===== config.mk =====
export PLATFORM = sky130hd
export DESIGN_NAME = ultrasonic_range_sequencer
export DESIGN_NICKNAME = d
export VERILOG_FILES = /design/src/rtl/core/rus_pkg.sv /design/src/rtl/core/rus_thresholds.sv /design/src/rtl/core/rus_range_calc.sv /design/src/rtl/core/rus_phase_fsm.sv /design/src/rtl/core/ultrasonic_range_sequencer.sv
export VERILOG_INCLUDE_DIRS = /design/src /design/src/rtl/core
export SDC_FILE = /design/constraint.sdc
export NUM_CORES = 1
export LEC_CHECK = 0
export ABC_AREA = 1
export BUFFER_PORTS_ARGS = -buffer_cell sky130_fd_sc_hd__clkbuf_2
export CAP_MARGIN = 20
export CORE_MARGIN = 5
export CORE_UTILIZATION = 45
export DETAILED_ROUTE_END_ITERATION = 10
export PLACE_DENSITY = 0.67
export SLEW_MARGIN = 10
export SYNTH_ARGS = -nofsm -noshare
export SYNTH_HDL_FRONTEND = slang
export SYNTH_SLANG_ARGS = --single-unit

===== constraint.sdc =====
create_clock -name aclk -period 9.9 [get_ports aclk]
set_input_delay 1.98 -clock aclk [delete_from_list [all_inputs] [get_ports aclk]]
set_output_delay 1.98 -clock aclk [all_outputs]
set_load 0.02 [all_outputs]

===== src/rtl/core/ultrasonic_range_sequencer_assert.svh =====
// Assertion macros for the ultrasonic range sequencer.
// Every macro expects aclk and aresetn to exist in the module that uses it.
`ifndef ULTRASONIC_RANGE_SEQUENCER_ASSERT_SVH
`define ULTRASONIC_RANGE_SEQUENCER_ASSERT_SVH

// Antecedent and consequent checked in the same cycle.
`define RUS_ASSERT_SAME(label, ante, cons, msg) \
    label: assert property (@(posedge aclk) disable iff (!aresetn) \
        (ante) |-> (cons)) else $error(msg);

// Consequent checked in the cycle after the antecedent.
`define RUS_ASSERT_NEXT(label, ante, cons, msg) \
    label: assert property (@(posedge aclk) disable iff (!aresetn) \
        (ante) |=> (cons)) else $error(msg);

`endif


===== src/rtl/core/rus_pkg.sv =====
// Shared constants, codes and types of the ultrasonic range sequencer.
// No dependencies; every RTL module imports this package.
`timescale 1ns / 1ps

package rus_pkg;

    // Timer counter width; the echo count is masked to this many bits.
    localparam int COUNT_WIDTH = 16;

    localparam int OPCODE_W = 3;
    localparam int ECHO_W   = 16;
    localparam int THR_W    = 14;
    localparam int ERR_W    = 2;
    localparam int PHASE_W  = 2;
    localparam int TIME_W   = 16;
    localparam int DIST_W   = 18;
    localparam int CLASS_W  = 2;

    // Bits of the echo count that survive the counter mask.
    localparam int C_W = (COUNT_WIDTH < ECHO_W) ? COUNT_WIDTH : ECHO_W;

    // Event codes.
    localparam logic [OPCODE_W-1:0] OP_ENABLE   = 3'd0;
    localparam logic [OPCODE_W-1:0] OP_START    = 3'd1;
    localparam logic [OPCODE_W-1:0] OP_TRIG_OFF = 3'd2;
    localparam logic [OPCODE_W-1:0] OP_OVERFLOW = 3'd3;
    localparam logic [OPCODE_W-1:0] OP_ECHO     = 3'd4;

    // Phase codes.
    localparam logic [PHASE_W-1:0] PH_STOPPED = 2'd0;
    localparam logic [PHASE_W-1:0] PH_WAITING = 2'd1;
    localparam logic [PHASE_W-1:0] PH_TRIGGER = 2'd2;
    localparam logic [PHASE_W-1:0] PH_RUNNING = 2'd3;

    // Error codes.
    localparam logic [ERR_W-1:0] ERR_NONE    = 2'd0;
    localparam logic [ERR_W-1:0] ERR_BUSY    = 2'd1;
    localparam logic [ERR_W-1:0] ERR_INVALID = 2'd2;

    // Proximity classes.
    localparam logic [CLASS_W-1:0] CL_SAFE    = 2'd0;
    localparam logic [CLASS_W-1:0] CL_WARNING = 2'd1;
    localparam logic [CLASS_W-1:0] CL_DANGER  = 2'd2;

    // Configuration register indexes.
    localparam int CFG_ADDR_W = 1;
    localparam logic [CFG_ADDR_W-1:0] REG_WARNING = 1'd0;
    localparam logic [CFG_ADDR_W-1:0] REG_DANGER  = 1'd1;

    localparam logic [THR_W-1:0] WARNING_RESET = 14'd400;
    localparam logic [THR_W-1:0] DANGER_RESET  = 14'd200;

    localparam logic [TIME_W-1:0] TIME_MAX = '1;
    localparam logic [DIST_W-1:0] DIST_MAX = '1;

    // Class compare: count * 343 against threshold_mm * 2000.
    localparam int SCALE_NUM   = 343;
    localparam int THR_SCALE   = 2000;
    localparam int THR_SCALED_W = THR_W + 11;
    localparam int CNT_SCALED_W = C_W + 9;
    localparam int CMP_W = (CNT_SCALED_W > THR_SCALED_W) ? CNT_SCALED_W : THR_SCALED_W;

    // Distance in 1/16 mm: count * 343 / 125 = 2 * count + count * 93 / 125.
    // The fractional part uses an exact reciprocal: 93 * count stays below
    // 2^(C_W+7) and the rounding error of the magic number stays below 2^7.
    localparam int DIV_DEN   = 125;
    localparam int FRAC_MUL  = 93;
    localparam int DIV_SHIFT = C_W + 14;
    localparam longint unsigned DIV_MAGIC =
        ((64'd1 << DIV_SHIFT) + longint'(DIV_DEN - 1)) / longint'(DIV_DEN);
    localparam longint unsigned FRAC_K = longint'(FRAC_MUL) * DIV_MAGIC;
    localparam int PROD_W = C_W + DIV_SHIFT;

    // Stream widths.
    localparam int S_TDATA_W = 16;
    localparam int S_TUSER_W = OPCODE_W;
    localparam int RESULT_W  = 1 + ERR_W + PHASE_W + 1 + TIME_W + DIST_W + CLASS_W;
    localparam int M_TDATA_W = ((RESULT_W + 7) / 8) * 8;

    typedef struct packed {
        logic [THR_SCALED_W-1:0] warning_scaled;
        logic [THR_SCALED_W-1:0] danger_scaled;
    } thr_t;

    typedef struct packed {
        logic [TIME_W-1:0]  echo_time;
        logic [DIST_W-1:0]  distance_q4;
        logic [CLASS_W-1:0] proximity;
    } range_t;

    // Declared from the top bit down so that accepted lands in bit 0.
    typedef struct packed {
        logic [CLASS_W-1:0] proximity;
        logic [DIST_W-1:0]  distance_q4;
        logic [TIME_W-1:0]  echo_time;
        logic               trigger_level;
        logic [PHASE_W-1:0] phase;
        logic [ERR_W-1:0]   error_code;
        logic               accepted;
    } result_t;

endpackage


===== src/rtl/core/rus_thresholds.sv =====
// Threshold registers, stored already scaled by 2000 for the class compare.
// Depends on rus_pkg.
`timescale 1ns / 1ps

module rus_thresholds (
    input  logic                           aclk,
    input  logic                           aresetn,
    input  logic                           cfg_wr_en,
    input  logic [rus_pkg::CFG_ADDR_W-1:0] cfg_addr,
    input  logic [rus_pkg::THR_W-1:0]      cfg_wdata,
    output rus_pkg::thr_t                  thr
);
    import rus_pkg::*;

    logic [THR_SCALED_W-1:0] warning_reg;
    logic [THR_SCALED_W-1:0] danger_reg;
    logic [THR_SCALED_W-1:0] wdata_scaled;

    assign wdata_scaled = THR_SCALED_W'(cfg_wdata) * THR_SCALED_W'(THR_SCALE);

    always_ff @(posedge aclk) begin
        if (!aresetn) begin
            warning_reg <= THR_SCALED_W'(WARNING_RESET) * THR_SCALED_W'(THR_SCALE);
            danger_reg  <= THR_SCALED_W'(DANGER_RESET) * THR_SCALED_W'(THR_SCALE);
        end else if (cfg_wr_en) begin
            unique case (cfg_addr)
                REG_WARNING: warning_reg <= wdata_scaled;
                REG_DANGER:  danger_reg  <= wdata_scaled;
                default:     ;
            endcase
        end
    end

    assign thr.warning_scaled = warning_reg;
    assign thr.danger_scaled  = danger_reg;

endmodule


===== src/rtl/core/rus_range_calc.sv =====
// Echo count to stored time, distance in 1/16 mm and proximity class.
// Depends on rus_pkg. Purely combinational.
`timescale 1ns / 1ps

module rus_range_calc (
    input  logic [rus_pkg::ECHO_W-1:0] echo_count,
    input  rus_pkg::thr_t              thr,
    output rus_pkg::range_t            range
);
    import rus_pkg::*;

    logic [C_W-1:0]    cnt;
    logic [PROD_W-1:0] frac_prod;
    logic [C_W-1:0]    frac_q;
    logic [DIST_W:0]   dist_sum;
    logic [CMP_W-1:0]  cnt_scaled;

    assign cnt = echo_count[C_W-1:0];

    // floor(93 * cnt / 125) by one constant multiply and a shift.
    assign frac_prod = PROD_W'(cnt) * PROD_W'(FRAC_K);
    assign frac_q    = frac_prod[PROD_W-1:DIV_SHIFT];
    assign dist_sum  = ((DIST_W+1)'(cnt) << 1) + (DIST_W+1)'(frac_q);

    assign cnt_scaled = CMP_W'(cnt) * CMP_W'(SCALE_NUM);

    always_comb begin
        range.echo_time   = TIME_W'(cnt);
        range.distance_q4 = (dist_sum > (DIST_W+1)'(DIST_MAX)) ? DIST_MAX
                                                               : dist_sum[DIST_W-1:0];
        // Danger is tested first, so out-of-order thresholds favor danger.
        if (cnt_scaled <= CMP_W'(thr.danger_scaled)) begin
            range.proximity = CL_DANGER;
        end else if (cnt_scaled <= CMP_W'(thr.warning_scaled)) begin
            range.proximity = CL_WARNING;
        end else begin
            range.proximity = CL_SAFE;
        end
    end

endmodule


===== src/rtl/core/rus_phase_fsm.sv =====
// Phase state machine, measurement state and the result register.
// Depends on rus_pkg.
`timescale 1ns / 1ps

module rus_phase_fsm (
    input  logic                         aclk,
    input  logic                         aresetn,
    input  logic                         advance,
    input  logic [rus_pkg::OPCODE_W-1:0] opcode,
    input  rus_pkg::range_t              range,
    input  logic                         res_taken,
    output logic                         res_valid,
    output rus_pkg::result_t             res
);
    import rus_pkg::*;

    logic [PHASE_W-1:0] phase_reg,    phase_next;
    logic               trigger_reg,  trigger_next;
    logic [TIME_W-1:0]  time_reg,     time_next;
    logic [DIST_W-1:0]  distance_reg, distance_next;
    logic [CLASS_W-1:0] class_reg,    class_next;
    logic [ERR_W-1:0]   err;

    logic    res_valid_reg;
    result_t res_reg, res_next;

    always_comb begin
        phase_next    = phase_reg;
        trigger_next  = trigger_reg;
        time_next     = time_reg;
        distance_next = distance_reg;
        class_next    = class_reg;
        err           = ERR_NONE;
        unique case (opcode)
            OP_ENABLE: begin
                if (phase_reg != PH_STOPPED) begin
                    err = ERR_BUSY;
                end else begin
                    phase_next = PH_WAITING;
                end
            end
            OP_START: begin
                if (phase_reg != PH_WAITING) begin
                    err = ERR_INVALID;
                end else begin
                    phase_next   = PH_TRIGGER;
                    trigger_next = 1'b1;
                end
            end
            OP_TRIG_OFF: begin
                if (phase_reg != PH_TRIGGER) begin
                    err = ERR_INVALID;
                end else begin
                    phase_next   = PH_RUNNING;
                    trigger_next = 1'b0;
                end
            end
            OP_OVERFLOW: begin
                if (phase_reg != PH_RUNNING) begin
                    err = ERR_INVALID;
                end else begin
                    phase_next    = PH_STOPPED;
                    trigger_next  = 1'b0;
                    time_next     = TIME_MAX;
                    distance_next = DIST_MAX;
                end
            end
            OP_ECHO: begin
                if (phase_reg != PH_RUNNING) begin
                    err = ERR_INVALID;
                end else begin
                    phase_next    = PH_STOPPED;
                    trigger_next  = 1'b0;
                    time_next     = range.echo_time;
                    distance_next = range.distance_q4;
                    class_next    = range.proximity;
                end
            end
            default: err = ERR_INVALID;
        endcase

        res_next.accepted      = (err == ERR_NONE);
        res_next.error_code    = err;
        res_next.phase         = phase_next;
        res_next.trigger_level = trigger_next;
        res_next.echo_time     = time_next;
        res_next.distance_q4   = distance_next;
        res_next.proximity     = class_next;
    end

    always_ff @(posedge aclk) begin
        if (!aresetn) begin
            phase_reg     <= PH_STOPPED;
            trigger_reg   <= 1'b0;
            time_reg      <= '0;
            distance_reg  <= '0;
            class_reg     <= CL_SAFE;
            res_valid_reg <= 1'b0;
        end else begin
            if (advance) begin
                phase_reg    <= phase_next;
                trigger_reg  <= trigger_next;
                time_reg     <= time_next;
                distance_reg <= distance_next;
                class_reg    <= class_next;
            end
            if (advance) begin
                res_valid_reg <= 1'b1;
            end else if (res_taken) begin
                res_valid_reg <= 1'b0;
            end
        end
    end

    always_ff @(posedge aclk) begin
        if (advance) begin
            res_reg <= res_next;
        end
    end

    assign res_valid = res_valid_reg;
    assign res       = res_reg;

endmodule


===== src/rtl/core/ultrasonic_range_sequencer.sv =====
// Top level of the ultrasonic range sequencer: input stage, handshakes, assertions.
// Depends on rus_pkg, rus_thresholds, rus_range_calc, rus_phase_fsm and the assert header.
`timescale 1ns / 1ps

// Each input beat is one event (opcode in s_tuser, echo count in s_tdata) and
// yields exactly one result beat. A beat is held in an input register and
// processed into the result register on the next edge that the result side
// can take. One event per cycle is sustained while m_tready stays high; the
// limit is the combinational path through the constant multiplies for distance
// and the threshold compares. While a finished result waits on m_tready, the
// input register takes one more beat and then s_tready stays low until the
// result beat is taken. Threshold writes on the cfg port are meant for idle
// periods only; a write is stored pre-scaled by 2000 and takes effect on the
// following event.
module ultrasonic_range_sequencer (
    input  logic                            aclk,
    input  logic                            aresetn,
    // Configuration writes: index 0 warning_mm, index 1 danger_mm.
    input  logic                            cfg_wr_en,
    input  logic [rus_pkg::CFG_ADDR_W-1:0]  cfg_addr,
    input  logic [rus_pkg::THR_W-1:0]       cfg_wdata,
    // Event channel.
    input  logic                            s_tvalid,
    output logic                            s_tready,
    input  logic [rus_pkg::S_TDATA_W-1:0]   s_tdata,  // [15:0] echo_count
    input  logic [rus_pkg::S_TUSER_W-1:0]   s_tuser,  // [2:0] opcode
    // Result channel.
    output logic                            m_tvalid,
    input  logic                            m_tready,
    // [0] accepted, [2:1] error_code, [4:3] phase, [5] trigger_level,
    // [21:6] echo_time, [39:22] distance_q4, [41:40] proximity, rest zero
    output logic [rus_pkg::M_TDATA_W-1:0]   m_tdata
);
    import rus_pkg::*;

    `include "ultrasonic_range_sequencer_assert.svh"

    logic                in_valid_reg;
    logic [OPCODE_W-1:0] opcode_reg;
    logic [ECHO_W-1:0]   echo_reg;
    logic                out_ready;
    logic                advance;
    thr_t                thr;
    range_t              range;
    result_t             res;

    assign out_ready = !m_tvalid || m_tready;
    assign advance   = in_valid_reg && out_ready;
    assign s_tready  = !in_valid_reg || advance;

    always_ff @(posedge aclk) begin
        if (!aresetn) begin
            in_valid_reg <= 1'b0;
        end else if (s_tready) begin
            in_valid_reg <= s_tvalid;
        end
    end

    always_ff @(posedge aclk) begin
        if (s_tready && s_tvalid) begin
            opcode_reg <= s_tuser;
            echo_reg   <= s_tdata[ECHO_W-1:0];
        end
    end

    rus_thresholds u_thresholds (
        .aclk      (aclk),
        .aresetn   (aresetn),
        .cfg_wr_en (cfg_wr_en),
        .cfg_addr  (cfg_addr),
        .cfg_wdata (cfg_wdata),
        .thr       (thr)
    );

    rus_range_calc u_range_calc (
        .echo_count (echo_reg),
        .thr        (thr),
        .range      (range)
    );

    rus_phase_fsm u_phase_fsm (
        .aclk      (aclk),
        .aresetn   (aresetn),
        .advance   (advance),
        .opcode    (opcode_reg),
        .range     (range),
        .res_taken (m_tready),
        .res_valid (m_tvalid),
        .res       (res)
    );

    assign m_tdata = {(M_TDATA_W - RESULT_W)'(0), res};

    // A result beat reports acceptance exactly when its error code is none.
    `RUS_ASSERT_SAME(a_accept_matches_err, m_tvalid, res.accepted == (res.error_code == ERR_NONE), "accepted flag disagrees with error code")
    // The trigger pin is only ever high in the triggering phase.
    `RUS_ASSERT_SAME(a_trigger_phase, m_tvalid && res.trigger_level, res.phase == PH_TRIGGER, "trigger high outside triggering phase")
    // A buffered event is never dropped while the result side is stalled.
    `RUS_ASSERT_NEXT(a_event_held, in_valid_reg && !out_ready, in_valid_reg && $stable(opcode_reg) && $stable(echo_reg), "buffered event lost during stall")

endmodule


* After elaboration in Yosys (flattened, before gate mapping) *
Cells that the tools add are included.
Widths: inputs -> output; s select.

word-level totals
  logic and storage cells = 73
  output and inout bits = 50
  register bits after elaboration = 144
  bits of input ports = 39

operators by class
  multiplexer cells = 27
  bitwise operators = 1
  equality and inequality tests = 7
  $add $sub $neg = 1
  $mul = 3
  reduce and logical (&&, ||, !) cells = 13
  order comparisons = 3

operators with widths
  kind                    number
  $mux 18                 3
  $le 25x25->1            2
  $mul 16x30->46 const B  1
  $pmux 18 s2             1
  $mux 16                 2
  $pmux 16 s2             1
  $mul 16x9->25 const B   1
  $mul 14x7->21 const B   1
  $mux 2                  10
  $gt 19x18->1 const B    1
  $add 17x16->18          1
  $pmux 2 s4              2
  $mux 1                  7
  $eq 3x2->1 const B      2
  $ne 2x2->1 const B      2
  $reduce_and 2->1        2
  $reduce_bool 2->1       2
  $eq 3x1->1 const B      1
  $eq 3x3->1 const B      1
  $logic_not 3->1         1
  $pmux 1 s3              1
  $logic_and 1x1->1       2
  $logic_not 1->1         2
  $logic_not 2->1         1
  4 further kinds         5

* Depth between registers and ports, before layout *
  word-level depth = 6
  gate-level depth with buffers = 36
  depth with buffers taken out = 36

* Modules after synthesis *
From an unflattened synthesis, not the netlist that was laid out.

unflattened totals
  cell total of the unflattened synthesis = 2,983
  area total of the unflattened synthesis = 23,097.2 sq um

by module, submodules not included
  module                      times used  area an instance (sq um)  sequential area each (sq um)  cells each
  rus_range_calc              1           14,569.0                  0.0                           1,988
  rus_thresholds              1           4,190.3                   840.8                         547
  rus_phase_fsm               1           3,653.5                   2,062.0                       413
  ultrasonic_range_sequencer  1           684.4                     590.6                         35

* Worst setup path after synthesis *
Ideal clock, no wire load.

  kind = register -> register
  start = register echo_reg[4]
  end = register u_phase_fsm.res_reg, in the netlist u_phase_fsm.res[33], data pin
  path slack = 3.314 ns
  path buffers = 0
  data required time = 9.649 ns
  library setup time = 0.251 ns
  cell stages (with the launch flop) = 31
  data arrival time = 6.335 ns
  period minus slack after synthesis = 6.586 ns
  cell sequence = edfxtp_1 fa_1 inv_1 fa_1 inv_1 fa_1 fa_1 fa_1 inv_1 fa_1 inv_1 ha_1 inv_2 o21bai_1 a31oi_1 nand2_1 nor2_1 nand2_1 xor2_1 ha_1 fa_1 nand3_1 nand2_1 nand2_1 nand2_1 nand2_1 nand2_1 a21oi_1 o21ai_0 nand2_1 inv_1

between the ends
  longest elaborated chain between the ends = 6

RTL lines
  what                                     line                              RTL
  start, declared                          ultrasonic_range_sequencer.sv:40  logic [ECHO_W-1:0] echo_reg;
  start signal, assigned                   ultrasonic_range_sequencer.sv:62  echo_reg <= s_tdata[ECHO_W-1:0];
  $mul 16x30->46                           rus_range_calc.sv:21              assign frac_prod = PROD_W'(cnt) * PROD_W'(FRAC_K);
  $add 17x16->18 *                         rus_range_calc.sv:23              assign dist_sum = ((DIST_W+1)'(cnt) << 1) + (DIST_W+1)'(frac_q);
  $gt 19x18->1                             rus_range_calc.sv:29              range.distance_q4 = (dist_sum > (DIST_W+1)'(DIST_MAX)) ? DIST_MAX
  $mux 18 *                                rus_range_calc.sv:29
  $mux 18 *                                rus_phase_fsm.sv:69               if (phase_reg != PH_RUNNING) begin
  $pmux 18 s2 *                            rus_phase_fsm.sv:34               unique case (opcode)
  named net u_phase_fsm.distance_next[11]  rus_phase_fsm.sv:20               logic [DIST_W-1:0] distance_reg, distance_next;
  end signal, assigned                     rus_phase_fsm.sv:117              res_reg <= res_next;
  end, declared                            rus_phase_fsm.sv:25               result_t res_reg, res_next;

The timed path passes the listed nets; every way through them passes the cells marked *.
A chain may end at the register's enable or synchronous reset.

* Final worst setup path *
  start = register echo_reg[8]
  end = register u_phase_fsm.res_reg, in the netlist u_phase_fsm.res[35], data pin

Same word-level chain as after synthesis.

==> metrics.cfg <==
[clock_network]
cts.hold.buffers_added = 0
cts_root_buf = clkbuf_16
cts_sinks = 144
cts_buffers = 17
cts_max_level = 4
cts.repair.resized = 0
cts_setup_buffers = 0
clock_tree.buffer_depth = 2
cts_tree = built
clk_pin_slew_ps = 70
clkLatencyLatePin_ps = 440

[run_status]
status = finished clean

[floorplan]
initial_core_util = 0.4533
dieArea_mm2 = 0.05247
fp-row-count = 80
die_y_um = 229.1
fp.coreArea_mm2 = 0.04765
fp.dieW_um = 229.1
ios = 89

[yosys]
synth_seq_area_share = 0.1618
synth_top_area_share = 0.2512
synth_top_cells_by_count = 645 x inv_1, 351 x nand2_1, 343 x ha_1
yosysTopAreaCell = fa_1
avgSynthCellArea_um2 = 8.348
yosysMostFrequentCell = inv_1
synth_edf_count = 61
synth_area_mm2 = 0.02160
synthFlopType = dfxtp_1
synthDistinctLibCells = 54
syn-instance-count = 2587
synth_warnings = 0
async_reset_ff_frac = 0
synth_area_leaders = fa_1 25%, ha_1 20%, inv_1 11%
ys_seq_elements = 144

[setup_path]
reg2reg_to = u_phase_fsm.res[35]
crit_path_max_incr_delay_ps = 900
cp_max_fo = 14
startpoint = echo_reg[8]
crit-reg2reg-launch = echo_reg[8]
end_kind = flip-flop
slowest_stage = edfxtp_1
reg2reg_depth = 29
reg2reg_slack_ps = 1980
crit_arrival_ps = 8130
start_kind = flip-flop
cp.required_ps = 10100
endpoint = u_phase_fsm.res[35]
crit_top_cell = inv_1
critPathKind = flip-flop to flip-flop

[cells_and_area]
n_fill_cell = 4642
drive_gt1_frac = 0.07675
diodes = 0
layout.nets = 3324
syn_to_final_growth_pct = 8.013
largest_reg_flops = 42

[placed_design]
place_congestion = 0.9619
dp_hpwl_um = 52840
portBuffers = 82

[global_routing]
grt_pass1_vias = 17890
grt_remaining_overflow = 0
antenna_found_initial = 1
grt_pass1_wl_um = 97740
track_usage = 0.2355
grt_max_degree = 67

[sta]
slew_headroom = 0.3972
period_share = 0.8003
slew_viol_final = 0
max_freq_mhz = 126.2
finalSetupTns_ps = 0
hold_violations = 0
setup_violations = 0
finalCriticalPeriod_ps = 7923
rsz0062_at_grt = false
tightest_slew_ps = 904.2
finClkSkew_ps = 8.978

[drt]
drt_pass1_iterations = 5
ant_nets = 0
wl_per_cell_um = 18.48
drc = 0
drt_iter0_drc = 1130
route.vias.total = 17130
wirelength_um = 60980
viasPerCell = 5.193

[worst_hold_path]
min_from = u_thresholds.danger_reg[8]
hold_class = flip-flop to flip-flop

[flow_run]
maxCapViolCount = 0

## cells by family after synthesis
logic type | after synthesis | synth area share
other | 1 | 0.0001736
xor gates and xnor gates | 42 | 0.01703
buffers and inverters | 700 | 0.1239
and+or+nand+nor | 680 | 0.1380
AOI/OAI and AO/OA | 406 | 0.1092
DFF | 144 | 0.1618
adders and majority gates | 614 | 0.4499
## per-layer routing
layer  GRT usage  share of wire  up-vias
li1            -              -     8318
met1      0.3285           0.46     8294
met2      0.3829           0.45      451
met3     0.04285          0.063       68
met4     0.05657          0.020        2
met5           0        0.00021        -
## cells in the final DEF (no fill, tap or decap), types with 13 or more instances in the layout
cell	n
a21oi_1	190
clkbuf_16	17
clkbuf_2	82
dfxtp_1	83
edfxtp_1	61
fa_1	271
ha_1	343
inv_1	644
inv_2	19
nand2_1	351
nand3_1	80
nand4_1	21
nor2_1	148
nor3_1	16
o21ai_0	103
o21ai_1	28
o21bai_1	15
xnor2_1	13
xor2_1	29
## critical path: cells and delay by family (launching register included)
kind | cells | cell delay (ps)
buf+inv | 8 | 850
xor+xnor | 1 | 300
compound gates | 6 | 1180
fa+ha+maj | 8 | 3630
flops | 1 | 900
simple gates | 6 | 820
## cell type report
cell class	count	area, µm²	area share
Clock buffer	17	425.4	0.01824
Clock inverter	15	190.2	0.008153
Inverter	666	2502	0.1073
Multi-Input combinational cell	1748	15440	0.6621
Sequential cell	144	3493	0.1498
Tap cell	615	769.5	0.03299
Timing Repair Buffer	94	500.5	0.02146
## through the flow
stage               instances  instance area (µm²)  hold WS [ps]  worst slack (ps)  utilization
floorplan                2592                21610         435.3              3314            -
global placement         3267                22710         454.5              2098       0.4767
detailed placement       3267                22710         452.9              2009       0.4767
CTS                      3299                23330         465.7              1991       0.4896
global route             3299                23330         490.8              1462       0.4896
finish                   3299                23330         469.9              1977       0.4896
## worst min-delay path by stage
stage,to,slack [ps],cells after the start
2_1_floorplan,u_thresholds.danger_reg[5],440,2
3_3_place_gp,u_thresholds.danger_reg[8],450,2
3_5_place_dp,u_thresholds.danger_reg[8],450,2
4_1_cts,u_thresholds.danger_reg[8],470,2
5_1_grt,u_thresholds.danger_reg[17],490,2
6_report,u_thresholds.danger_reg[8],470,2
Power is not shown: default switching activity piles up to over one toggle a cycle in this logic, so the estimate is an artifact.
